### config.mk
export PLATFORM = sky130hd
export DESIGN_NAME = nss_queue
export DESIGN_NICKNAME = d
export VERILOG_FILES = /design/src/design/nss_pkg.sv /design/src/design/nss_queue.sv
export SDC_FILE = /design/constraint.sdc
export NUM_CORES = 1
export LEC_CHECK = 0
export ABC_CLOCK_PERIOD_IN_PS = 4300
export BUFFER_PORTS_ARGS = -buffer_cell sky130_fd_sc_hd__buf_2
export CELL_PAD_IN_SITES_DETAIL_PLACEMENT = 0
export CELL_PAD_IN_SITES_GLOBAL_PLACEMENT = 2
export CORE_ASPECT_RATIO = 0.7
export CORE_MARGIN = 4
export CORE_UTILIZATION = 35
export DETAILED_ROUTE_END_ITERATION = 8
export PLACE_DENSITY = 0.72
export SLEW_MARGIN = 0
export SYNTH_ARGS = -nofsm -noshare
export SYNTH_HDL_FRONTEND = slang
export SYNTH_SLANG_ARGS = --single-unit
### constraint.sdc
create_clock -name clk_i -period 4.3 [get_ports clk_i]
set_clock_uncertainty 0.1 [all_clocks]
set_input_delay 0.86 -clock clk_i [delete_from_list [all_inputs] [get_ports clk_i]]
set_output_delay 0.86 -clock clk_i [all_outputs]
set_load 0.01 [all_outputs]
### src/design/nss_pkg.sv
`default_nettype none

package nss_pkg;

  // Coordinate and arithmetic widths
  localparam int COORD_W    = 16;
  localparam int DIFF_W     = COORD_W + 1;        // Q - A, B - A
  localparam int SQ_W       = 2 * COORD_W;        // dx*dx, always below 2^32
  localparam int DOT_W      = 2 * COORD_W + 1;    // rx*dx, signed
  localparam int LEN_W      = 2 * COORD_W + 1;    // dx*dx + dy*dy
  localparam int NUM_W      = 2 * COORD_W + 2;    // rx*dx + ry*dy, signed
  localparam int Q_W        = 16;                 // quotient bits of t
  localparam int T_W        = Q_W + 1;            // t in Q1.16, up to 1.0
  localparam int DIV_STEPS  = Q_W;
  localparam int DIV_CNT_W  = $clog2(DIV_STEPS);
  localparam int EPROD_W    = DIFF_W + T_W + 1;   // dx * t, signed
  localparam int MAG_W      = 2 * COORD_W;        // |ex| stays below 2^32
  localparam int ESQ_W      = 2 * MAG_W;
  localparam int DIST_W     = ESQ_W + 1 - 16;     // (ex^2 + ey^2) >> 16
  localparam int OUT_DIST_W = 52;
  localparam int IDX_W      = 16;
  localparam int LIM_W      = 17;
  localparam int LIM_SQ_W   = 2 * (LIM_W - 1);
  localparam int LIMIT_W    = LIM_SQ_W + 16;

  localparam logic [T_W-1:0] T_HALF = T_W'(32768);
  localparam logic [T_W-1:0] T_ZERO = '0;
  localparam logic [T_W-1:0] T_ONE  = T_W'(65536);

  // Stream widths
  localparam int IN_TDATA_W  = 4 * COORD_W;
  localparam int OUT_BITS    = 1 + IDX_W + T_W + OUT_DIST_W;
  localparam int OUT_TDATA_W = ((OUT_BITS + 7) / 8) * 8;

  // Configuration register indexes
  localparam int CFG_IDX_W = 2;
  typedef enum logic [CFG_IDX_W-1:0] {
    CFG_QUERY_X  = 2'd0,
    CFG_QUERY_Y  = 2'd1,
    CFG_MAX_DIST = 2'd2
  } cfg_idx_e;

  // Queue between front and back
  localparam int QDEPTH = 2;
  localparam int QPTR_W = $clog2(QDEPTH);
  localparam int QCNT_W = $clog2(QDEPTH + 1);

  // One classified segment: offsets relative to A, plus the last flag
  typedef struct packed {
    logic signed [DIFF_W-1:0] rx;
    logic signed [DIFF_W-1:0] ry;
    logic signed [DIFF_W-1:0] dx;
    logic signed [DIFF_W-1:0] dy;
    logic                     last;
  } nss_seg_t;

  typedef struct packed {
    logic             start;
    logic [LEN_W-1:0] num;
    logic [LEN_W-1:0] den;
  } nss_div_req_t;

  typedef struct packed {
    logic           done;
    logic [Q_W-1:0] quo;
  } nss_div_rsp_t;

endpackage

`default_nettype wire

### src/design/nss_queue.sv
`default_nettype none

module nss_queue (
  input  wire logic          clk_i,
  input  wire logic          rst_ni,
  input  wire logic          push_i,
  input  nss_pkg::nss_seg_t  data_i,
  output logic               full_o,
  input  wire logic          pop_i,
  output logic               empty_o,
  output nss_pkg::nss_seg_t  head_o
);

  nss_pkg::nss_seg_t               mem_q [nss_pkg::QDEPTH];
  logic [nss_pkg::QPTR_W-1:0]      wptr_q, rptr_q;
  logic [nss_pkg::QCNT_W-1:0]      cnt_q;
  logic                            do_push, do_pop;

  assign full_o  = (cnt_q == nss_pkg::QCNT_W'(nss_pkg::QDEPTH));
  assign empty_o = (cnt_q == '0);
  assign do_push = push_i && !full_o;
  assign do_pop  = pop_i && !empty_o;
  assign head_o  = mem_q[rptr_q];

  // Storage
  always_ff @(posedge clk_i) begin
    if (do_push) begin
      mem_q[wptr_q] <= data_i;
    end
  end

  // Pointers and fill count
  always_ff @(posedge clk_i or negedge rst_ni) begin
    if (!rst_ni) begin
      wptr_q <= '0;
      rptr_q <= '0;
      cnt_q  <= '0;
    end else begin
      if (do_push) wptr_q <= wptr_q + 1'b1;
      if (do_pop)  rptr_q <= rptr_q + 1'b1;
      case ({do_push, do_pop})
        2'b10:   cnt_q <= cnt_q + 1'b1;
        2'b01:   cnt_q <= cnt_q - 1'b1;
        default: ;
      endcase
    end
  end

endmodule

`default_nettype wire

==> After elaboration in Yosys (flattened, before gate mapping) <==
Memories as Yosys holds them, arrays and structs flattened.
Index checks and enable logic that the tools add are counted.
{ "classes": {"n_addsub": 4, "eq_ne": 3, "mux": 3, "reduce_logical": 6} }
{ "op_table": {"columns": ["cell", "n"], "rows": [
  ["2-bit equality test (second input constant)", 2],
  ["2-bit case mux with 2 select lines", 1],
  ["1-bit adder (second input constant)", 2],
  ["2-bit by 1-bit adder with 2-bit output (second input constant)", 1],
  ["2-bit by 1-bit equality test with 1-bit output (second input constant)", 1],
  ["1-bit logical AND", 2],
  ["1-bit logical NOT", 2],
  ["2-bit logical NOT", 1],
  ["1-bit two-way mux", 2],
  ["2-bit nonzero test", 1],
  ["2-bit by 1-bit subtractor with 2-bit output (second input constant)", 1]
]} }
{ "totals": {"regBits": 4, "ram_bits": 138, "input_bits": 73, "out_inout_bits": 71, "word_cells": 20, "mem_count": 1} }
{ "mem_list": {"columns": ["memory", "words", "width", "read_ports", "rd_ports_with_merged_regs", "wr", "line_no", "rtl"], "rows": [
  ["mem_q", 2, 69, 1, 0, 1, "nss_queue.sv:14", "nss_pkg::nss_seg_t mem_q [nss_pkg::QDEPTH];"]
]} }

==> Depth between registers and ports, before layout <==
{ "depth": {"word_depth": 5, "mapped_depth": 6, "mapped_depth_nobuf": 6} }

==> Least setup slack after synthesis <==
No wires, ideal clock.
{ "synth_timing": {"path_type": "input-to-reg", "startpoint": "in push_i", "endpoint": "mem mem_q[0][0] in the netlist's numbering, enable pin", "setup_ps": 496, "arrival_ps": 3837, "required_time_ps": 3704, "setup_slack_ps": -133, "path_stages": 2, "path_buffers": 0, "path_cell_list": "nand2_1 > nor2_1"} }
{ "synth_via": {"elab_chain_cells": 3} }
{ "synth_lines": {"columns": ["item", "line_no", "rtl"], "rows": [
  ["start: declaration", "nss_queue.sv:6", "input wire logic push_i,"],
  ["1-bit logical AND", "nss_queue.sv:21", "assign do_push = push_i && !full_o;"],
  ["1-bit two-way mux", "nss_queue.sv:27", "if (do_push) begin"],
  ["1-bit two-way mux (implied by the code)", "nss_queue.sv:28", "mem_q[wptr_q] <= data_i;"],
  ["end: declaration", "nss_queue.sv:14", null]
]} }
Every way passes these cells.

==> impl_metrics.ini <==
[outcome]
outcome = complete, no violations

[yosys]
asyncSetResetFlopFracSynth_pct = 2.817
ys_top_cells_by_area = edfxtp_1 75%, mux2_4 19%, buf_12 2.5%
yosys_register_bits = 142
synth_top_cells_by_count = 138 x edfxtp_1, 69 x mux2_4, 7 x buf_12
sequential_share_of_the_synthesized_area_pct = 76.78
count_of_flip_flops_with_a_built_in_enable_after_synthesis = 138
yosys_warnings = 0
post_synth_inst_count = 233
ys_dominant_reg_cell = edfxtp_1
yosys.area.top_type = edfxtp_1
yosys.area.top_type_share_pct = 74.97
postSynthNetCount = 307
synthMostInstantiatedCell = edfxtp_1
synth_area_um2 = 5528
post_synth.cell_area_avg_um2 = 23.72
synth.distinct_cells = 14

[power_and_ir_drop]
share_seq_of_total_power_pct = 41.8
power_frac_comb_pct = 29.7
p_leak_nw = 2.796
power-per-cell-area_nw_per_um2 = 708.4
pwr-share-clk_pct = 28.5
power.internal_mw = 3.522
ir_worst_vdd_mv = 0.2900
switching_share_pct = 28.58
p_sw_mw = 1.409

[cells_and_area]
nFillCells = 1365
final_core_utilization_pct = 44.91
seq_area_um2 = 4248
nNetsFinal = 464
insertedDiodeCount = 0
multi_input_area_um2 = 1141
drive_gt1_share_pct = 61.69
instances_no_fill = 602
synthToLayoutAreaGrowth_pct = 25.94

[clock_network]
clock_latency_ps = 400
h_tree_levels = 4
cts_inserted_buffers = 17
tritoncts = built
clk_pin_slew_ps = 60
cts_buffer_depth = 2
post_cts.repair.setup_buffers = 0
cts.root.buffer_cell = clkbuf_16
cts_hold_buf = 0
cts-resized-gates = 0
cts_num_sinks = 142

[drt]
detailedRoute.firstPassIterationCount = 4
route.detailed.drc = 0
drtAntennaViolNets = 0
avgRoutedWirePerCell_um = 16.81
routed_wl_um = 10120
iteration_0_drc_markers = 87
route.vias.total = 2646
viasPerCell = 4.395

[job]
drv_cap = 0

[timing]
worst_slack_ps = 1212
rsz0062_at_grt = no
slew_headroom_pct = 35.08
worst_pin_slew_ps = 973.7
setup_tns_ps = 0
finalHoldViolations = 0
finalCritPeriodShare_pct = 71.83
setup_viol = 0
max_clock_freq_mhz = 323.8
finalCriticalPeriod_ps = 3088
final_max_slew_viol_count = 0

[place]
port-buffer-count = 143
post-place-cells = 571
globalplace.congestion = 0.6578
placement.setup.worst_slack_ps = 1609

[worst_setup_path]
critical_path_arrival_ps = 2130
timing.setup.critical_path_class = flop to primary output
worst-path-max-fanout = 41
worstPathRequired_ps = 3340
start_kind = flop
setup_crit_end_kind = primary output
timing.reg2reg.setup_slack_ps = 2360

[worst_hold_path]
hp-class = input port to async pin

[floorplanning]
core_um2 = 15500
initial_core_util_pct = 35.66
boundaryPins = 144
die_w_um = 158.2
die_h_um = 113.1
dieArea_um2 = 17900
placementRows = 38

[global_route]
grt_pass1_vias = 2783
number_of_antenna_violations_at_the_first_check_in_global_routing = 2
gr-total-overflow = 0
grt_max_degree = 70
grt_pass1_wl_um = 15150
grt_usage_pct = 11.35
worst max-delay path: stages (launching register included):
cell and delay [ps]:
dfrtp_4 790, buf_12 360, mux2_4 350, buf_2 140
final timing paths:
path / start / cells after the start / to
setup / recovery: rptr_q$_DFFE_PN0P_ / 3 / head_o[31]
hold / removal: rst_ni / 1 / wptr_q$_DFFE_PN0P_
setup reg to reg: cnt_q[0]$_DFFE_PN0P_ / 2 / mem_q[1][48]$_DFFE_PP_
hold reg to reg: cnt_q[1]$_DFFE_PN0P_ / 1 / cnt_q[1]$_DFFE_PN0P_
max in group asynchronous: rst_ni / 1 / rptr_q$_DFFE_PN0P_
min in group clk_i: cnt_q[1]$_DFFE_PN0P_ / 1 / cnt_q[1]$_DFFE_PN0P_
cell usage in the layout, fill, tap and decap left out:
master	instances
nand2_1	1
and3_4	1
xor2_1	2
nand2b_1	1
ha_1	1
xnor2_1	3
nor2b_2	1
buf_12	1
nor2_1	2
dfrtp_4	1
clkbuf_1	2
inv_6	4
dfrtp_1	3
buf_2	143
nor2_4	1
edfxtp_1	138
buf_4	2
inv_1	1
mux2_4	69
clkinvlp_4	4
clkinv_2	2
bufinv_16	2
clkbuf_16	17
layout make-up:
cell class / instances / area share (%)
Clock buffer: 19 / 6.219
Clock inverter: 12 / 1.941
Inverter: 1 / 0.05392
Multi-Input combinational cell: 82 / 16.39
Sequential cell: 142 / 61.02
Tap cell: 200 / 3.595
Timing Repair Buffer: 146 / 10.78
power groups by stage:
stage,sequential (mW),clock [mW],combinational [mW]
after floorplan,2.00,0,1.19
after global routing,2.09,1.51,1.59
after global placement,2.08,0,1.50
after CTS,2.07,1.44,1.51
final,2.06,1.41,1.47
after detailed placement,2.10,0,1.50
flip-flops by register name, indices dropped and copies added, names as in the netlist:
signal  flops
mem_q     138
rptr_q      1
wptr_q      1
cnt_q       2
cells by family after synthesis:
logic type	share of synthesized area, %
multiplexers	18.74
flip-flops	76.78
AND/OR/NAND/NOR	0.6565
adder cells (fa/ha/maj)	0.2263
XOR/XNOR	0.7924
buffers and inverters	2.807
per-stage QoR:
stage / power, mW / hold slack (ps) / area (µm²)
after floorplan: 3.195 / 364.4 / 5530
after global routing: 5.192 / 128.7 / 6962
after detailed placement: 3.602 / 390.0 / 6394
after global placement: 3.579 / 386.6 / 6394
final: 4.932 / 147.7 / 6962
after CTS: 5.026 / 121.9 / 6962
metal layers:
| layer | wire (µm) | vias up | GRT usage [%] |
|---|---|---|---|
| met5 | 27 | - | 0 |
| met4 | 112 | 4 | 3.920 |
| met3 | 1387 | 16 | 7.645 |
| met2 | 4317 | 107 | 16.39 |
| met1 | 4277 | 1290 | 13.57 |
| li1 | - | 1229 | - |
(Power assumes the default switching activity.)
