## src/design/nss_pkg.sv

```systemverilog
`default_nettype none

package nss_pkg;

  // Coordinate and arithmetic widths
  localparam int COORD_W    = 16;
  localparam int DIFF_W     = COORD_W + 1;        // Q - A, B - A
  localparam int SQ_W       = 2 * COORD_W;        // dx*dx, always below 2^32
  localparam int DOT_W      = 2 * COORD_W + 1;    // rx*dx, signed
  localparam int LEN_W      = 2 * COORD_W + 1;    // dx*dx + dy*dy
  localparam int NUM_W      = 2 * COORD_W + 2;    // rx*dx + ry*dy, signed
  localparam int Q_W        = 16;                 // quotient bits of t
  localparam int T_W        = Q_W + 1;            // t in Q1.16, up to 1.0
  localparam int DIV_STEPS  = Q_W;
  localparam int DIV_CNT_W  = $clog2(DIV_STEPS);
  localparam int EPROD_W    = DIFF_W + T_W + 1;   // dx * t, signed
  localparam int MAG_W      = 2 * COORD_W;        // |ex| stays below 2^32
  localparam int ESQ_W      = 2 * MAG_W;
  localparam int DIST_W     = ESQ_W + 1 - 16;     // (ex^2 + ey^2) >> 16
  localparam int OUT_DIST_W = 52;
  localparam int IDX_W      = 16;
  localparam int LIM_W      = 17;
  localparam int LIM_SQ_W   = 2 * (LIM_W - 1);
  localparam int LIMIT_W    = LIM_SQ_W + 16;

  localparam logic [T_W-1:0] T_HALF = T_W'(32768);
  localparam logic [T_W-1:0] T_ZERO = '0;
  localparam logic [T_W-1:0] T_ONE  = T_W'(65536);

  // Stream widths
  localparam int IN_TDATA_W  = 4 * COORD_W;
  localparam int OUT_BITS    = 1 + IDX_W + T_W + OUT_DIST_W;
  localparam int OUT_TDATA_W = ((OUT_BITS + 7) / 8) * 8;

  // Configuration register indexes
  localparam int CFG_IDX_W = 2;
  typedef enum logic [CFG_IDX_W-1:0] {
    CFG_QUERY_X  = 2'd0,
    CFG_QUERY_Y  = 2'd1,
    CFG_MAX_DIST = 2'd2
  } cfg_idx_e;

  // Queue between front and back
  localparam int QDEPTH = 2;
  localparam int QPTR_W = $clog2(QDEPTH);
  localparam int QCNT_W = $clog2(QDEPTH + 1);

  // One classified segment: offsets relative to A, plus the last flag
  typedef struct packed {
    logic signed [DIFF_W-1:0] rx;
    logic signed [DIFF_W-1:0] ry;
    logic signed [DIFF_W-1:0] dx;
    logic signed [DIFF_W-1:0] dy;
    logic                     last;
  } nss_seg_t;

  typedef struct packed {
    logic             start;
    logic [LEN_W-1:0] num;
    logic [LEN_W-1:0] den;
  } nss_div_req_t;

  typedef struct packed {
    logic           done;
    logic [Q_W-1:0] quo;
  } nss_div_rsp_t;

endpackage

`default_nettype wire

```

## src/design/nss_div.sv

```systemverilog
`default_nettype none

// Restoring divider, one quotient bit per cycle: quo = floor(num * 2^16 / den), num < den
module nss_div (
  input  wire logic            clk_i,
  input  wire logic            rst_ni,
  input  nss_pkg::nss_div_req_t req_i,
  output nss_pkg::nss_div_rsp_t rsp_o
);

  localparam int LW = nss_pkg::LEN_W;

  logic                            busy_q, done_q;
  logic [nss_pkg::DIV_CNT_W-1:0]   cnt_q;
  logic [LW-1:0]                   rem_q, den_q;
  logic [nss_pkg::Q_W-1:0]         quo_q;
  logic [LW:0]                     shifted, diff;
  logic                            ge;

  assign shifted = {rem_q, 1'b0};
  assign ge      = shifted >= {1'b0, den_q};
  assign diff    = shifted - {1'b0, den_q};

  // Control
  always_ff @(posedge clk_i or negedge rst_ni) begin
    if (!rst_ni) begin
      busy_q <= 1'b0;
      done_q <= 1'b0;
      cnt_q  <= '0;
    end else begin
      // one-cycle pulse after the last quotient bit
      done_q <= busy_q && !req_i.start && (cnt_q == '0);
      if (req_i.start) begin
        busy_q <= 1'b1;
        cnt_q  <= nss_pkg::DIV_CNT_W'(nss_pkg::DIV_STEPS - 1);
      end else if (busy_q) begin
        cnt_q <= cnt_q - 1'b1;
        if (cnt_q == '0) begin
          busy_q <= 1'b0;
        end
      end
    end
  end

  // Datapath; remainder stays below den, so it fits LW bits
  always_ff @(posedge clk_i) begin
    if (req_i.start) begin
      rem_q <= req_i.num;
      den_q <= req_i.den;
      quo_q <= '0;
    end else if (busy_q) begin
      rem_q <= ge ? diff[LW-1:0] : shifted[LW-1:0];
      quo_q <= {quo_q[nss_pkg::Q_W-2:0], ge};
    end
  end

  assign rsp_o.done = done_q;
  assign rsp_o.quo  = quo_q;

endmodule

`default_nettype wire

```

## config.mk

```make
export PLATFORM = sky130hd
export DESIGN_NAME = nss_div
export DESIGN_NICKNAME = d
export VERILOG_FILES = /design/src/design/nss_pkg.sv /design/src/design/nss_div.sv
export SDC_FILE = /design/constraint.sdc
export NUM_CORES = 1
export LEC_CHECK = 0
export BUFFER_PORTS_ARGS = -buffer_cell sky130_fd_sc_hd__buf_2
export CORE_MARGIN = 4
export CORE_UTILIZATION = 45
export DETAILED_ROUTE_END_ITERATION = 10
export PLACE_DENSITY = 0.66
export SLEW_MARGIN = 20
export SYNTH_ARGS = -nofsm -noshare
export SYNTH_HDL_FRONTEND = slang
export SYNTH_SLANG_ARGS = --single-unit
export TNS_END_PERCENT = 20
```

## constraint.sdc

```tcl
create_clock -name clk_i -period 5.41 [get_ports clk_i]
set_clock_uncertainty 0.2 [all_clocks]
set_input_delay 0.2705 -clock clk_i [delete_from_list [all_inputs] [get_ports clk_i]]
set_output_delay 0.2705 -clock clk_i [all_outputs]
set_load 0.02 [all_outputs]
```

; Yosys cells after proc, flatten, opt, wreduce, memory -nomap -nowiden
; Cells that the tools add are included.
[op_classes]
order_cmp = 1
add_sub_neg = 2
muxes = 8
reduce_logical = 5
[op_table]
columns = op, n
row1 = 33-bit 2-to-1 mux, 3
row2 = 34-bit by 33-bit >= comparator with 1-bit output, 1
row3 = 33-bit subtractor, 1
row4 = 4-bit 2-to-1 mux, 2
row5 = 4-bit zero test, 1
row6 = "4-bit by 1-bit subtractor with 4-bit output, second input constant", 1
row7 = 1-bit 2-to-1 mux, 3
row8 = 1-bit logical AND, 2
row9 = 2-bit nonzero test, 1
row10 = 1-bit zero test, 1
[word_totals]
reg_bits = 88

; Logic depth before layout (Yosys ltp)
[logic_depth]
ltp_word = 4
depth_mapped = 13

; Least setup slack after synthesis
; OpenSTA, ideal clock, no wires.
[synth_path]
kind = register -> register
start = reg rem_q[15]
end = reg rem_q[25], data pin
t_arrival_ns = 2.408
period_less_slack_ns = 2.870
slack_ns = 2.540
setup_ns = 0.262
path_stages_with_launch = 10
n_path_buf = 0
cell_sequence = edfxtp_1 -> ha_1 -> a21o_1 -> a211o_1 -> or2_1 -> o2111ai_2 -> a21oi_2 -> o41ai_1 -> mux2i_1 -> nand3_1
[synth_via]
elab_chain_len = 4
elab_cells_between_ends = 5
[synth_lines]
columns = element, line_no
row1 = from (decl), nss_div.sv:15  ; logic [LW-1:0] rem_q, den_q;
row2 = from (signal assigned), nss_div.sv:48  ; rem_q <= req_i.num;
row3 = from (signal assigned), nss_div.sv:52  ; rem_q <= ge ? diff[LW-1:0] : shifted[LW-1:0];
row4 = 33-bit subtractor or 34-bit by 33-bit >= comparator with 1-bit output (tied branches), "nss_div.sv:22, nss_div.sv:21"
row5 = 33-bit 2-to-1 mux *, nss_div.sv:52
row6 = 33-bit 2-to-1 mux *, nss_div.sv:51  ; end else if (busy_q) begin
row7 = 33-bit 2-to-1 mux *, nss_div.sv:47  ; if (req_i.start) begin
; Mark *: on every way between the ends. The rest lies on a longest branch, timed or not. The select of a mux whose other input is x is not followed.
; A chain may end at the register's enable or synchronous reset.

; Final worst setup path
[layout_path]
start = reg rem_q[12]
end = reg rem_q[7], data pin
[layout_via]
elab_chain_len = 4
[layout_lines]
columns = element, line_no
row1 = 34-bit by 33-bit >= comparator with 1-bit output, nss_div.sv:21  ; assign ge = shifted >= {1'b0, den_q};
row2 = 33-bit 2-to-1 mux, nss_div.sv:52
row3 = 33-bit 2-to-1 mux, nss_div.sv:51
row4 = 33-bit 2-to-1 mux, nss_div.sv:47
; No other way between the ends. The select of a mux whose other input is x is not followed.

==> out/qor.yml <==
place_ws_ps: 1675
startpoint_type: "register"
r2r_cells: 11
rows: 39
fp.dieArea_um2: 13850
worstPathRequired_ps: 5280
syn_nets: 665
drive_above_1_share_pct: 17.38
initial_core_util_pct: 46.61
timing.hold.ws_ps: 8.977
grt_pass1_wl_um: 20530
ys_warn_count: 0
setup_tns_ps: 0
clock-sinks: 88
drt_iter0_markers: 222
setup_viol: 0
synth_edf_count: 66
maxCapViolCount: 0
end_kind: "register"
postRouteWirelength_um: 12190
path_buf_inv: 1
dp_hpwl_um: 8825
seq_power_share_pct: 30.0
grt_start_max_net_pins: 78
switching_share_pct: 41.75
drtAntennaViolNets: 0
syn_area_per_cell_um2: 9.648
core-area_um2: 11610
power.density_nw_per_um2: 517.4
rsz0062_at_grt: "false"
holdBufCountCts: 40
hp-class: "in2reg"
max_stage_delay_ps: 710
grtUsageTotal_pct: 17.95
io_buffer_count: 85
clockBufferDepth: 2
crit_arrival_ps: 3620
grt_pass1_vias: 4408
relSlewSlack_pct: 29.33
setup_slack_ps: 1661
p_clk_share_pct: 18.0
yosysTopAreaCellShare_pct: 36.62
drc: 0
power.switching_w: 0.001427
cts_root_buf: "clkbuf_16"
antenna_found_initial: 0
worst-setup-path-type: "reg2reg"
slew_viol_final: 0
crit_family: "compound AO/OA/AOI/OAI gates"
crit_path_max_fanout: 34
cts-buffers-inserted: 9
peakVddDrop_mv: 0.2409
die_h_um: 117.7
ios: 86
p_leak_nw: 3.037
die_x_um: 117.7
antenna_cells: 0
ys_seq_elements: 88
dr.pass1.iters: 5
max_freq_ghz: 0.2667
cts_resized: 0
place_area_um2: 5912
cts_max_level: 3
synth_seq_area_share_pct: 45.31
syn_area_um2: 5413
clock_latency_ps: 350
worstHoldPathCells: 3
tightest_slew_ps: 1060
viasPerCell: 5.371
gp_congestion: 0.9003
cp.depth: 11
areaGrowthSynthToFinish_pct: 22.01
critical_path.cell_chain: "ha_1 -> a21oi_2 -> o21bai_1 -> a221oi_2 -> o21a_2 -> o221ai_2 -> o21ai_4 -> buf_4 -> nor2_1 -> a211oi_1 -> a21oi_1"
synth_area_leaders: "edfxtp_1 (37%), ha_1 (7.9%), dfxtp_1 (5.9%)"
synth_cell_types: 63
finalCriticalPeriod_ps: 3749
fin_nets: 778
dr_total_vias: 4415
hold_viol: 0
synthArstFlopShare_pct: 6.818
status: "finished, final reports clean"
synthCells: 561
post-cts-setup-buffers: 0
overflow: 0
intPower_w: 0.001990
synth_top_cell_by_area: "edfxtp_1"
fin_crit_sh_pct: 69.31
wl_per_cell_um: 14.83
r2r_setup_slack_ps: 1660
cts_tree: "done"
combPwrFrac_pct: 52.0
cts.clk_slew.worst_paths_ps: 70
design_area_um2: 6604
slowest_stage: "o21ai_4"
synth_flop_cell: "edfxtp_1"
-- cell families (layout without fill, tap and decap cells) --
kind of cell / count (synthesis) / in the layout / share of synthesized area [%]
buf+inv: 74 / 192 / 5.663
fa+ha+maj: 35 / 35 / 8.229
simple gates: 164 / 164 / 14.03
xor+xnor: 27 / 27 / 4.369
compound gates: 150 / 150 / 18.15
flops: 88 / 88 / 45.31
mux: 23 / 23 / 4.253
-- power groups by stage --
stage | logic, W | clock network [W] | registers, W
after floorplan | 0.00142 | 0 | 0.00101
after global placement | 0.00170 | 0 | 0.00103
after detailed placement | 0.00174 | 0 | 0.00104
after CTS | 0.00177 | 0.000633 | 0.00103
after global routing | 0.00198 | 0.000659 | 0.00104
final | 0.00178 | 0.000616 | 0.00102
-- flip-flops by register name, indices dropped and copies added (netlist names) --
signal	count
busy_q	1
cnt_q	4
den_q	33
done_q	1
quo_q	16
rem_q	33
-- area by class of cell --
cell class / instances / area, µm²
clock inverter: 7 / 66.31
sequential: 88 / 2452
tap: 143 / 178.9
timing repair buffer: 127 / 843.3
inverter: 49 / 183.9
multi-input combinational: 399 / 2654
fill: 1026 / 5010
clock buffer: 9 / 225.2
-- layer usage --
metal / global-route usage, % / wire length [µm]
met1: 23.42 / 5635
met2: 29.72 / 5804
met3: 3.556 / 539
met4: 6.447 / 212
met5: 0 / 0
-- synth_stat cells, drive strengths merged (3+ instances only) --
library cell,count
buf,17
xnor2,13
a211o,3
o21ai,41
nand4,7
dfxtp,16
nor3b,4
a211oi,10
nor2b,4
clkbuf,8
a221o,3
or2,6
o2111ai,3
and3,5
o21a,5
inv,48
a21oi,47
o41ai,3
xor2,14
mux2i,23
nor3,11
dfrtp,6
and2,7
edfxtp,66
ha,34
a31oi,5
nand2,53
a21o,13
o31ai,4
nor2,49
nand3,11
-- per-stage QoR --
| step | total power, W | cells | util [%] |
|---|---|---|---|
| finish | 0.003417 | 822 | 56.86 |
| CTS | 0.003430 | 822 | 56.86 |
| global route | 0.003687 | 822 | 56.86 |
| global placement | 0.002730 | 766 | 50.91 |
| detailed placement | 0.002776 | 766 | 50.91 |
| floorplan | 0.002432 | 561 | - |
-- worst reg2reg max path: cells and delay by family (launching register included) --
kind                       cells  cell delay (ps)
AOI/OAI and AO/OA              8             2040
adders and majority gates      1              390
buffers and inverters          1              380
DFF                            1              390
and+or+nand+nor                1               80
-- placed cells by master (no fill, tap or decap), types with 4 or more instances in the layout --
master and instances:
o31ai_1 4, or2_2 4, dfrtp_1 6, mux2i_1 23, nand4_1 7, nor3b_1 4
and3_1 5, xnor2_1 13, dlygate4sd3_1 40, a21oi_1 45, inv_6 4, o21a_1 4
and2_1 7, nand2_1 53, a31oi_1 5, nand3_1 11, nor3_1 10, buf_2 84
a211oi_1 9, nor2_1 49, edfxtp_1 66, o21ai_1 6, ha_1 34, xor2_1 14
inv_1 48, dfxtp_1 16, nor2b_1 4, a21o_1 13, clkbuf_16 9, o21ai_0 32
-- path summary, 6_finish.rpt --
check / start / endpoint
setup reg to reg: rem_q[12] / rem_q[7]
min in group asynchronous: rst_ni / cnt_q[0]
setup / recovery: rem_q[12] / rem_q[7]
hold / removal: req_i[35] / rem_q[2]
hold reg to reg: quo_q[13] / quo_q[13]
max in group asynchronous: rst_ni / busy_q
No activity file was read; power rests on OpenSTA's default activity.
