## src/design/nss_pkg.sv

```systemverilog
`default_nettype none

package nss_pkg;

  // Coordinate and arithmetic widths
  localparam int COORD_W    = 16;
  localparam int DIFF_W     = COORD_W + 1;        // Q - A, B - A
  localparam int SQ_W       = 2 * COORD_W;        // dx*dx, always below 2^32
  localparam int DOT_W      = 2 * COORD_W + 1;    // rx*dx, signed
  localparam int LEN_W      = 2 * COORD_W + 1;    // dx*dx + dy*dy
  localparam int NUM_W      = 2 * COORD_W + 2;    // rx*dx + ry*dy, signed
  localparam int Q_W        = 16;                 // quotient bits of t
  localparam int T_W        = Q_W + 1;            // t in Q1.16, up to 1.0
  localparam int DIV_STEPS  = Q_W;
  localparam int DIV_CNT_W  = $clog2(DIV_STEPS);
  localparam int EPROD_W    = DIFF_W + T_W + 1;   // dx * t, signed
  localparam int MAG_W      = 2 * COORD_W;        // |ex| stays below 2^32
  localparam int ESQ_W      = 2 * MAG_W;
  localparam int DIST_W     = ESQ_W + 1 - 16;     // (ex^2 + ey^2) >> 16
  localparam int OUT_DIST_W = 52;
  localparam int IDX_W      = 16;
  localparam int LIM_W      = 17;
  localparam int LIM_SQ_W   = 2 * (LIM_W - 1);
  localparam int LIMIT_W    = LIM_SQ_W + 16;

  localparam logic [T_W-1:0] T_HALF = T_W'(32768);
  localparam logic [T_W-1:0] T_ZERO = '0;
  localparam logic [T_W-1:0] T_ONE  = T_W'(65536);

  // Stream widths
  localparam int IN_TDATA_W  = 4 * COORD_W;
  localparam int OUT_BITS    = 1 + IDX_W + T_W + OUT_DIST_W;
  localparam int OUT_TDATA_W = ((OUT_BITS + 7) / 8) * 8;

  // Configuration register indexes
  localparam int CFG_IDX_W = 2;
  typedef enum logic [CFG_IDX_W-1:0] {
    CFG_QUERY_X  = 2'd0,
    CFG_QUERY_Y  = 2'd1,
    CFG_MAX_DIST = 2'd2
  } cfg_idx_e;

  // Queue between front and back
  localparam int QDEPTH = 2;
  localparam int QPTR_W = $clog2(QDEPTH);
  localparam int QCNT_W = $clog2(QDEPTH + 1);

  // One classified segment: offsets relative to A, plus the last flag
  typedef struct packed {
    logic signed [DIFF_W-1:0] rx;
    logic signed [DIFF_W-1:0] ry;
    logic signed [DIFF_W-1:0] dx;
    logic signed [DIFF_W-1:0] dy;
    logic                     last;
  } nss_seg_t;

  typedef struct packed {
    logic             start;
    logic [LEN_W-1:0] num;
    logic [LEN_W-1:0] den;
  } nss_div_req_t;

  typedef struct packed {
    logic           done;
    logic [Q_W-1:0] quo;
  } nss_div_rsp_t;

endpackage

`default_nettype wire

```

## src/design/nss_front.sv

```systemverilog
`default_nettype none

module nss_front (
  input  wire logic                                 clk_i,
  input  wire logic                                 rst_ni,
  input  wire logic                                 cfg_we_i,
  input  wire logic [nss_pkg::CFG_IDX_W-1:0]        cfg_idx_i,
  input  wire logic [nss_pkg::LIM_W-1:0]            cfg_wdata_i,
  input  wire logic                                 s_axis_tvalid,
  output logic                                      s_axis_tready,
  input  wire logic [nss_pkg::IN_TDATA_W-1:0]       s_axis_tdata,
  input  wire logic                                 s_axis_tlast,
  input  wire logic                                 q_full_i,
  output logic                                      q_push_o,
  output nss_pkg::nss_seg_t                         q_data_o,
  output logic signed [nss_pkg::LIM_W-1:0]          max_dist_o
);

  localparam int CW = nss_pkg::COORD_W;

  logic [CW-1:0]                   qx_q, qy_q;
  logic signed [nss_pkg::LIM_W-1:0] max_dist_q;
  logic [CW-1:0]                   ax, ay, bx, by;

  // Configuration registers; unknown indexes are dropped
  always_ff @(posedge clk_i or negedge rst_ni) begin
    if (!rst_ni) begin
      qx_q       <= '0;
      qy_q       <= '0;
      max_dist_q <= '1;
    end else if (cfg_we_i) begin
      case (cfg_idx_i)
        nss_pkg::CFG_QUERY_X:  qx_q       <= cfg_wdata_i[CW-1:0];
        nss_pkg::CFG_QUERY_Y:  qy_q       <= cfg_wdata_i[CW-1:0];
        nss_pkg::CFG_MAX_DIST: max_dist_q <= cfg_wdata_i;
        default: ;
      endcase
    end
  end

  assign ax = s_axis_tdata[CW-1:0];
  assign ay = s_axis_tdata[2*CW-1:CW];
  assign bx = s_axis_tdata[3*CW-1:2*CW];
  assign by = s_axis_tdata[4*CW-1:3*CW];

  // Accept whenever the queue has room
  assign s_axis_tready = !q_full_i;
  assign q_push_o      = s_axis_tvalid && !q_full_i;

  // Offsets relative to the segment start, exact in 17 bits
  assign q_data_o.rx   = $signed({qx_q[CW-1], qx_q}) - $signed({ax[CW-1], ax});
  assign q_data_o.ry   = $signed({qy_q[CW-1], qy_q}) - $signed({ay[CW-1], ay});
  assign q_data_o.dx   = $signed({bx[CW-1], bx}) - $signed({ax[CW-1], ax});
  assign q_data_o.dy   = $signed({by[CW-1], by}) - $signed({ay[CW-1], ay});
  assign q_data_o.last = s_axis_tlast;

  assign max_dist_o = max_dist_q;

endmodule

`default_nettype wire

```

## config.mk

```make
export PLATFORM = sky130hd
export DESIGN_NAME = nss_front
export DESIGN_NICKNAME = d
export VERILOG_FILES = /design/src/design/nss_pkg.sv /design/src/design/nss_front.sv
export SDC_FILE = /design/constraint.sdc
export NUM_CORES = 1
export LEC_CHECK = 0
export ABC_CLOCK_PERIOD_IN_PS = 2700
export BUFFER_PORTS_ARGS = -buffer_cell sky130_fd_sc_hd__buf_2
export CAP_MARGIN = 20
export CORE_MARGIN = 2
export CORE_UTILIZATION = 52
export DETAILED_ROUTE_END_ITERATION = 7
export PLACE_DENSITY = 0.83
export SYNTH_ARGS = -nofsm -noshare
export SYNTH_HDL_FRONTEND = slang
export SYNTH_SLANG_ARGS = --single-unit
export TNS_END_PERCENT = 30
```

## constraint.sdc

```tcl
create_clock -name clk_i -period 2.7 [get_ports clk_i]
set_input_delay 0.405 -clock clk_i [delete_from_list [all_inputs] [get_ports clk_i]]
set_output_delay 0.405 -clock clk_i [all_outputs]
set_load 0.02 [all_outputs]
```

# After elaboration in Yosys (flattened, before gate mapping)
# Cells that the tools add are included.
# word_totals
reg_bits,49
input_bits,89
out_inout_bits,88
elab_cells,15
# classes
addsub,4
n_eq_ne,2
reduce_logical,6
# ops
operator,n
$sub 16x16->17,4
$reduce_and 2->1,3
$eq 2x1->1 const B,1
$eq 2x2->1 const B,1
$logic_not 2->1,1
$logic_and 1x1->1,1
$logic_not 1->1,1

# Depth between registers and ports, before layout
# Gate-level depths: netlist of the first run.
# depth
ltp_word,2
depth_mapped,9
mapped_depth_nobuf,9

# Worst setup path after synthesis of the first run
# Ideal clock, no wire load.
# synth_timing
kind,in2out
start,input s_axis_tdata[18] in the netlist's numbering
end,output q_data_o[47] in the netlist's numbering
arrival_ns,2.568
required_time_ns,2.295
slack_ns,-0.273
stages,7
path_buffers,0
cell_sequence,inv_1 -> ha_1 -> a21o_1 -> a221o_1 -> o31ai_1 -> nand2_1 -> o311ai_0
# synth_lines
item,line,source
"start, declared",nss_front.sv:11,"input wire logic [nss_pkg::IN_TDATA_W-1:0] s_axis_tdata,"
"end, declared",nss_front.sv:15,"output nss_pkg::nss_seg_t q_data_o,"

==> impl_metrics.toml, run 1 <==
[clock_tree]
root_buffer = "clkbuf_8"
htree_num_levels = 2
clock_sinks = 49
cts_tree = "yes"
clkTransAtPathRegs_ns = 0.10
worst_skew_pair.late_latency_ns = 0.30
cts_hold_buf = 0
cts_buffer_depth = 2
cts_buffers = 5

[setup_path]
r2r-start = "qy_q[1]"
critPathLaunchType = "flip-flop"
cp_max_fo = 2
cp.arrival_ns = 2.56
cp-startpoint = "qx_q[7]"
required_ns = 2.30
criticalPathCategory = "flip-flop to output pin"
cp-end-kind = "output pin"

[synth]
synth_area_leaders = "dfrtp_1 (16%), ha_1 (16%), mux2_2 (11%), dfstp_2 (8.9%), xnor2_1 (5.9%)"
ys_warn_count = 0
syn_inst = 568
synthTopCellsByCount = "ha_1 (64), inv_1 (64), mux2_2 (47), a21oi_1 (42), xnor2_1 (34)"
synth_nets = 725
synthSimpleGateAreaFrac = 0.1355
synth_top_area_cell = "dfrtp_1"
synth_xor_area_frac = 0.07669
synth-main-ff-cell = "dfrtp_1"
synthAdderAreaFrac = 0.1753
synth.cell_area_um2 = 5025
muxShareOfSynthArea = 0.1093
synth-edff-count = 0
ys_types = 57
synth_top_family_by_area = "compound AO/OA/AOI/OAI gates"
synth-compound-area-share = 0.1982
async_reset_ff_frac = 1.000
yosys_register_bits = 49
yosys.area.top_type_share = 0.1594
avgSynthCellArea_um2 = 8.847
yosysSeqAreaShare = 0.2483

[grt]
antenna_found_initial = 0
grt_pass1_wl_mm = 22.65
track_usage = 0.2661
overflow = 0
grt_max_degree = 44
grt_pass1_vias = 5199

[sta]
setup_viol = 16
grt_setup_unrepaired = "true"
hold_violations = 0
fin_crit_ns = 2.965
slew_headroom = 0.3805
timing.fmax_mhz = 337.3
finalSetupTns_ns = -2.022
slew_violations = 0
min_period_over_period = 1.098
hold_slack_ns = 0.2332
skew_ns = 0
finalWorstSetupSlack_ns = -0.2650
max_slew.worst_pin.slew_ns = 0.9293

[detailed_routing]
drtIter0Drc = 164
drc = 0
num_vias = 5273
avgViaCountPerCell = 5.580
wl_mm = 14.84
routedWlPerCell_um = 15.70
postRouteAntennaNets = 0
dr.pass1.iters = 4

[placement]
dp_hpwl_mm = 11.39
placed_cell_area_um2 = 6482
io_buffers = 174
place.gp.congestion = 0.9596

[floorplan]
die_x_um = 102.3
row_count = 35
start_util = 0.5387
dieArea_um2 = 10470
die_y_um = 102.3
design.core.area_um2 = 9328
io-pin-count = 177

[status]
violations = "negative setup slack"
status = "finished with violations"

[finish]
diodes = 0
drive_gt1_frac = 0.4877
synthToLayoutAreaGrowth_pct = 43.08
fin_nets = 972
fillCellCount = 670
final_cell_area_um2 = 7189

[pwr]
vdd_drop_max_mv = 0.3974
finalPower_mw = 4.518
power.density_nw_per_um2 = 628.5
leakage_nw = 3.539

[run]
max_cap_viol_count = 0

[worst_hold_path]
hold_class = "primary input to async pin"
==> sequential cells by signal, summed over array words and instances (netlist names) <==
| name | cells |
|---|---|
| qy_q | 16 |
| qx_q | 16 |
| max_dist_o | 17 |
==> metrics by stage <==
stage / worst slack [ns] / utilization / std cells
after global placement: -0.1893 / 0.6950 / 922
after CTS: -0.2763 / 0.7324 / 935
final: -0.2650 / 0.7708 / 945
after floorplan: -0.08695 / - / 568
after global routing: -0.4309 / 0.7708 / 945
after detailed placement: -0.3035 / 0.6950 / 922
==> worst max-delay path: stages, from the launching register on <==
cell      delay (ns)
dfrtp_1         0.44
ha_4            0.24
a21oi_2         0.17
o211ai_1        0.14
or3_1           0.34
o221ai_2        0.16
or4b_4          0.50
o311ai_4        0.10
buf_6           0.16
==> final timing paths <==
check | cells past startpoint | to | slack (ns)
worst max-delay path | 8 | q_data_o[66] | -0.26
worst min-delay path | 1 | qx_q[0] | 0.23
worst max register to register | 2 | qy_q[1] | 1.78
worst min register to register | 1 | qy_q[0] | 0.52
max in group asynchronous | 2 | max_dist_o[11] | 1.71
min in group clk_i | 2 | max_dist_o[16] | 0.35
==> repair_timing <==
item                       4_1_cts  5_1_grt
resized for setup               52       67
pin swaps                       20       30
setup buffers                    5       10
setup endpoints to repair       30       36
==> layout by cell type, fill, tap and decap left out, drive strengths merged, types with 12 or more instances in the layout <==
| cell | synthesis | layout |
|---|---|---|
| a21o | 14 | 14 |
| nand2b | 14 | 14 |
| dfrtp | 32 | 32 |
| mux2 | 47 | 47 |
| nand2 | 26 | 26 |
| ha | 64 | 64 |
| dfstp | 17 | 17 |
| nor2 | 32 | 32 |
| o211ai | 12 | 12 |
| inv | 64 | 64 |
| buf | 1 | 251 |
| xnor2 | 34 | 34 |
| o21ai | 26 | 26 |
| a21oi | 42 | 42 |
==> metal layers <==
| metal | track usage | part of all wire | wire length [um] |
|---|---|---|---|
| met2 | 0.4924 | 0.52 | 7707 |
| met4 | 0.06359 | 0.022 | 325 |
| met1 | 0.3248 | 0.41 | 6154 |
| met3 | 0.03899 | 0.044 | 652 |
| met5 | 0 | 0 | 0 |
==> cells by family (layout without fill, tap and decap cells) <==
logic type | after synthesis | in the layout
compound gates | 150 | 150
xor+xnor | 44 | 44
fa+ha+maj | 68 | 68
buf+inv | 75 | 323
flops | 49 | 49
mux | 49 | 49
simple gates | 133 | 133
==> report_power, final <==
group | internal [mW] | leakage [nW] | switching (mW) | total, mW
clock | 0.179 | 0.0439 | 0.239 | 0.418
combinational | 1.40 | 2.94 | 1.70 | 3.10
sequential | 0.907 | 0.558 | 0.0892 | 0.996
total | 2.49 | 3.54 | 2.03 | 4.52
==> cell type report <==
cell class | count | area (um2) | area share
Multi-Input combinational cell | 444 | 3924 | 0.5458
Clock buffer | 5 | 68.82 | 0.009572
Clock inverter | 3 | 17.52 | 0.002436
Timing Repair Buffer | 251 | 1530 | 0.2128
Sequential cell | 49 | 1247 | 0.1735
Tap cell | 129 | 161.4 | 0.02245
Inverter | 64 | 240.2 | 0.03341
Note: power is estimated with default switching activity, not from simulation.
==> run 2: changes to the inputs <==
--- a/config.mk
+++ b/config.mk
@@ -8,10 +8,12 @@
 export ABC_CLOCK_PERIOD_IN_PS = 2700
 export BUFFER_PORTS_ARGS = -buffer_cell sky130_fd_sc_hd__buf_2
 export CAP_MARGIN = 20
+export CELL_PAD_IN_SITES_DETAIL_PLACEMENT = 1
+export CELL_PAD_IN_SITES_GLOBAL_PLACEMENT = 1
 export CORE_MARGIN = 2
-export CORE_UTILIZATION = 52
+export CORE_UTILIZATION = 38
 export DETAILED_ROUTE_END_ITERATION = 7
-export PLACE_DENSITY = 0.83
+export PLACE_DENSITY_LB_ADDON = 0.1
 export SYNTH_ARGS = -nofsm -noshare
 export SYNTH_HDL_FRONTEND = slang
 export SYNTH_SLANG_ARGS = --single-unit
==> impl_metrics.toml, run 2 (synthesized netlist as in run 1, its figures left out) <==
[setup_path]
required_ns = 2.30
cpPeakStageDelay_ns = 0.37
crit_chain = "inv_1 > ha_2 > fa_2 > inv_1 > a21o_1 > a221o_1 > o31ai_2 > buf_4 > a21oi_1 > a31oi_1 > buf_2"
critPathLaunchType = "flip-flop"
cp-end-kind = "output pin"
cpMaxStageDelayCell = "dfrtp_1"
cp.arrival_ns = 2.55
cp_top_family = "compound AO/OA/AOI/OAI gates"
crit_buf_inv = 4
criticalPathCategory = "flip-flop to output pin"
crit_top_cell = "inv_1"
cp_max_fo = 3

[sta]
finalSetupTns_ns = -2.058
fin_crit_ns = 2.960
grt_setup_unrepaired = "true"
slew_headroom = 0.4724
min_period_over_period = 1.096
timing.fmax_mhz = 337.9
slew_violations = 0
setup_viol = 20
hold_slack_ns = 0.02791
hold_violations = 0
finalWorstSetupSlack_ns = -0.2596
max_slew.worst_pin.slew_ns = 0.7890
skew_ns = 0

[clock_tree]
worst_skew_pair.late_latency_ns = 0.29
cts_buffer_depth = 2
clkTransAtPathRegs_ns = 0.06
cts_hold_buf = 0
htree_num_levels = 2
cts_buffers = 5
clock_sinks = 49
cts_tree = "yes"
root_buffer = "clkbuf_16"

[finish]
largest_register_ffs = 17
diodes = 0
final_util = 0.5636
fillCellCount = 1609
final_common_cell = "buf_2"
synthToLayoutAreaGrowth_pct = 46.76
multi_input_area_um2 = 3969
fin_nets = 974
layout_common_cells = "buf_2 (142), buf_4 (108), inv_1 (60), mux2_2 (47), ha_1 (47)"
ff_latch_area_um2 = 1247
drive_gt1_frac = 0.4841

[detailed_routing]
num_vias = 5140
dr.pass1.iters = 4
wl_mm = 15.57
routedWlPerCell_um = 15.67
drtIter0Drc = 114
postRouteAntennaNets = 0
avgViaCountPerCell = 5.171
drc = 0

[worst_hold_path]
hold_class = "primary input to async pin"

[placement]
io_buffers = 174
place.gp.congestion = 0.8046
dp_hpwl_mm = 12.80

[floorplan]
die_x_um = 119.0
dieArea_um2 = 14160
start_util = 0.3840
row_count = 42
io-pin-count = 177
die_y_um = 119.0
design.core.area_um2 = 13090

[grt]
track_usage = 0.2152
grt_pass1_vias = 5283
grt_pass1_wl_mm = 25.16
grt_max_degree = 34
overflow = 0
antenna_found_initial = 1

[pwr]
vdd_drop_max_mv = 0.3522
p_sw_frac = 0.4315
combPwrFrac = 0.661
power_switching_mw = 2.030
finalPower_mw = 4.705
seqPwrFrac = 0.212
leakage_nw = 3.585
internal-power_mw = 2.675
power.density_nw_per_um2 = 638.0
clkPwrFrac = 0.127

[run]
max_cap_viol_count = 0

[status]
status = "finished with violations"
violations = "negative setup slack"
==> run 2: changes by cell type in the layout (fill, tap and decap cells not counted), moves of 3 or more <==
cell,change
clkbuf_8,-5
ha_1,-3
buf_2,-7
clkbuf_16,+5
ha_4,+3
a21oi_2,-4
buf_4,+11
==> run 2: layer usage <==
layer | GRT usage | up-vias | wire length [um]
li1 | - | 2545 | -
met1 | 0.2786 | 2478 | 6844
met2 | 0.3818 | 101 | 7996
met3 | 0.03496 | 14 | 571
met4 | 0.03720 | 2 | 153
met5 | 0 | - | 7
==> run 2: path summary, 6_finish.rpt <==
| path | from | endpoint | slack [ns] | cells after the start |
|---|---|---|---|---|
| min in group clk_i | cfg_wdata_i[16] | max_dist_o[16] | 0.35 | 2 |
| setup reg to reg | qx_q[2] | qx_q[2] | 1.90 | 1 |
| hold / removal | rst_ni | qx_q[14] | 0.03 | 1 |
| hold reg to reg | qy_q[0] | qy_q[0] | 0.51 | 1 |
| max in group asynchronous | rst_ni | max_dist_o[3] | 1.89 | 2 |
| setup / recovery | qy_q[0] | q_data_o[51] | -0.26 | 11 |
==> run 2: power by group through the flow <==
| stage | Combinational [mW] | Sequential, mW | Clock, mW |
|---|---|---|---|
| after floorplan | 1.66 | 1.04 | 0 |
| after global placement | 2.62 | 0.997 | 0 |
| after detailed placement | 2.71 | 1.00 | 0 |
| after CTS | 2.98 | 0.997 | 0.621 |
| after global routing | 3.37 | 1.02 | 0.659 |
| final | 3.11 | 0.997 | 0.599 |
==> run 2: layout make-up <==
type                       count  area share
multi-input combinational    444      0.5382
timing repair buffer         253      0.2109
sequential                    49      0.1692
inverter                      64     0.03291
tap                          176     0.02986
clock buffer                   7     0.01798
clock inverter                 1    0.001018
==> run 2: per-stage QoR <==
stage / instance area (um2) / cells / setup WS (ns)
floorplan: 5025 / 568 / -0.08695
global placement: 6586 / 975 / -0.2364
detailed placement: 6586 / 975 / -0.3468
CTS: 7106 / 989 / -0.2273
global route: 7375 / 994 / -0.3947
finish: 7375 / 994 / -0.2596
==> run 2: timing repair <==
action	4_1_cts	5_1_grt
pin swaps	28	28
hold endpoints to repair	0	0
buffers inserted	6	5
setup endpoints to repair	32	36
resized for setup	73	48
==> run 3: changes to the inputs <==
--- a/config.mk
+++ b/config.mk
@@ -13,7 +13,7 @@
 export CORE_MARGIN = 2
 export CORE_UTILIZATION = 38
 export DETAILED_ROUTE_END_ITERATION = 7
-export PLACE_DENSITY_LB_ADDON = 0.1
+export PLACE_DENSITY_LB_ADDON = 0.08
 export SYNTH_ARGS = -nofsm -noshare
 export SYNTH_HDL_FRONTEND = slang
 export SYNTH_SLANG_ARGS = --single-unit
==> impl_metrics.toml, run 3 (synthesized netlist as in run 1, its figures left out) <==
[status]
status = "finished with violations"
violations = "negative setup slack"

[finish]
synthToLayoutAreaGrowth_pct = 49.73
largest_register_ffs = 17
multi_input_area_um2 = 4071
final_util = 0.5750
final_cell_area_um2 = 7523
layout_common_cells = "buf_2 (142), buf_4 (94), inv_1 (57), mux2_2 (47), ha_1 (42)"
fin_nets = 970
final_common_cell = "buf_2"
instances_no_fill = 990
drive_gt1_frac = 0.4988
fillCellCount = 1561
ff_latch_area_um2 = 1247
diodes = 0

[clock_tree]
cts_buffers = 5
clkTransAtPathRegs_ns = 0.06
htree_num_levels = 2
worst_skew_pair.late_latency_ns = 0.28
root_buffer = "clkbuf_16"
clock_sinks = 49
cts_tree = "yes"
cts_hold_buf = 0
cts_buffer_depth = 2

[sta]
min_period_over_period = 1.095
hold_violations = 0
fin_crit_ns = 2.958
skew_ns = 0
grt_setup_unrepaired = "true"
finalWorstSetupSlack_ns = -0.2577
slew_violations = 0
timing.fmax_mhz = 338.1
hold_slack_ns = 0.2527
max_slew.worst_pin.slew_ns = 0.9147
setup_viol = 13
slew_headroom = 0.3902
finalSetupTns_ns = -1.411

[pwr]
finalPower_mw = 4.899
power.density_nw_per_um2 = 651.1
leakage_nw = 3.594
vdd_drop_max_mv = 0.3924

[grt]
grt_pass1_vias = 5403
grt_pass1_wl_mm = 25.41
track_usage = 0.2159
grt_max_degree = 43
antenna_found_initial = 1
overflow = 0

[setup_path]
r2r_slack_ns = 1.77
criticalPathCategory = "flip-flop to output pin"
required_ns = 2.30
cp-end-kind = "output pin"
reg2reg_depth = 2
cp.arrival_ns = 2.55
regToRegEndpoint = "qx_q[2]"
critPathLaunchType = "flip-flop"
r2r-start = "qx_q[2]"
cp_max_fo = 3

[placement]
dp_hpwl_mm = 12.51
place_ws_ns = -0.3385
placed_cell_area_um2 = 6564
place.gp.congestion = 0.8585
place_inst = 972
io_buffers = 174

[floorplan]
dieArea_um2 = 14160
io-pin-count = 177
die_y_um = 119.0
row_count = 42
start_util = 0.3840
design.core.area_um2 = 13090
die_x_um = 119.0

[worst_hold_path]
hold_class = "primary input to async pin"

[detailed_routing]
routedWlPerCell_um = 16.54
drc = 0
postRouteAntennaNets = 0
num_vias = 5188
dr.pass1.iters = 4
drtIter0Drc = 155
wl_mm = 16.38
avgViaCountPerCell = 5.240

[run]
max_cap_viol_count = 0
-- run 3: routing by layer --
metal  global-route usage  share of wire  vias up
li1                     -              -     2540
met1               0.2733           0.43     2542
met2               0.3983           0.53       96
met3              0.03640          0.034        8
met4              0.01786         0.0034        2
met5                    0        0.00067        -
-- run 3: critical path, cell delays in order, from the launching register on --
cell and delay, ns:
dfrtp_1 0.38, inv_2 0.08, ha_4 0.14, fa_2 0.23, nor2b_4 0.06, o31ai_4 0.25
a21oi_2 0.14, o221ai_2 0.23, or4b_4 0.50, o311ai_4 0.10, buf_6 0.15
-- run 3: timing repair --
item                                    4_1_cts  5_1_grt
gates cloned                                  0        0
resized for setup                            60       94
endpoints found under the setup margin       33       39
pin swaps                                    29       46
setup buffers                                 4        6
hold endpoints to repair                      0        0
-- run 3: power breakdown --
part / switching, mW / total (mW) / internal, mW / leakage, nW
logic: 1.73 / 3.18 / 1.45 / 2.95
registers: 0.0945 / 1.00 / 0.909 / 0.558
clock network: 0.253 / 0.715 / 0.463 / 0.0841
total: 2.08 / 4.90 / 2.82 / 3.59
-- run 3: worst max-delay path by stage --
stage / depth (start not counted) / to / from / slack (ns)
6_report: 10 / q_data_o[66] / qx_q[0] / -0.26
5_1_grt: 10 / q_data_o[66] / qx_q[0] / -0.34
4_1_cts: 8 / q_data_o[66] / qx_q[7] / -0.25
3_5_place_dp: 10 / q_data_o[66] / s_axis_tdata[2] / -0.34
3_3_place_gp: 10 / q_data_o[66] / s_axis_tdata[2] / -0.23
2_1_floorplan: 7 / q_data_o[66] / s_axis_tdata[0] / -0.09
-- run 3: cell type report --
| type | instances | area share |
|---|---|---|
| multi-input cells | 444 | 0.5412 |
| clock inverters | 1 | 0.003991 |
| inverters | 64 | 0.03260 |
| well taps | 176 | 0.02927 |
| flip-flops and latches | 49 | 0.1658 |
| clock buffers | 7 | 0.01896 |
| repair buffers | 249 | 0.2082 |
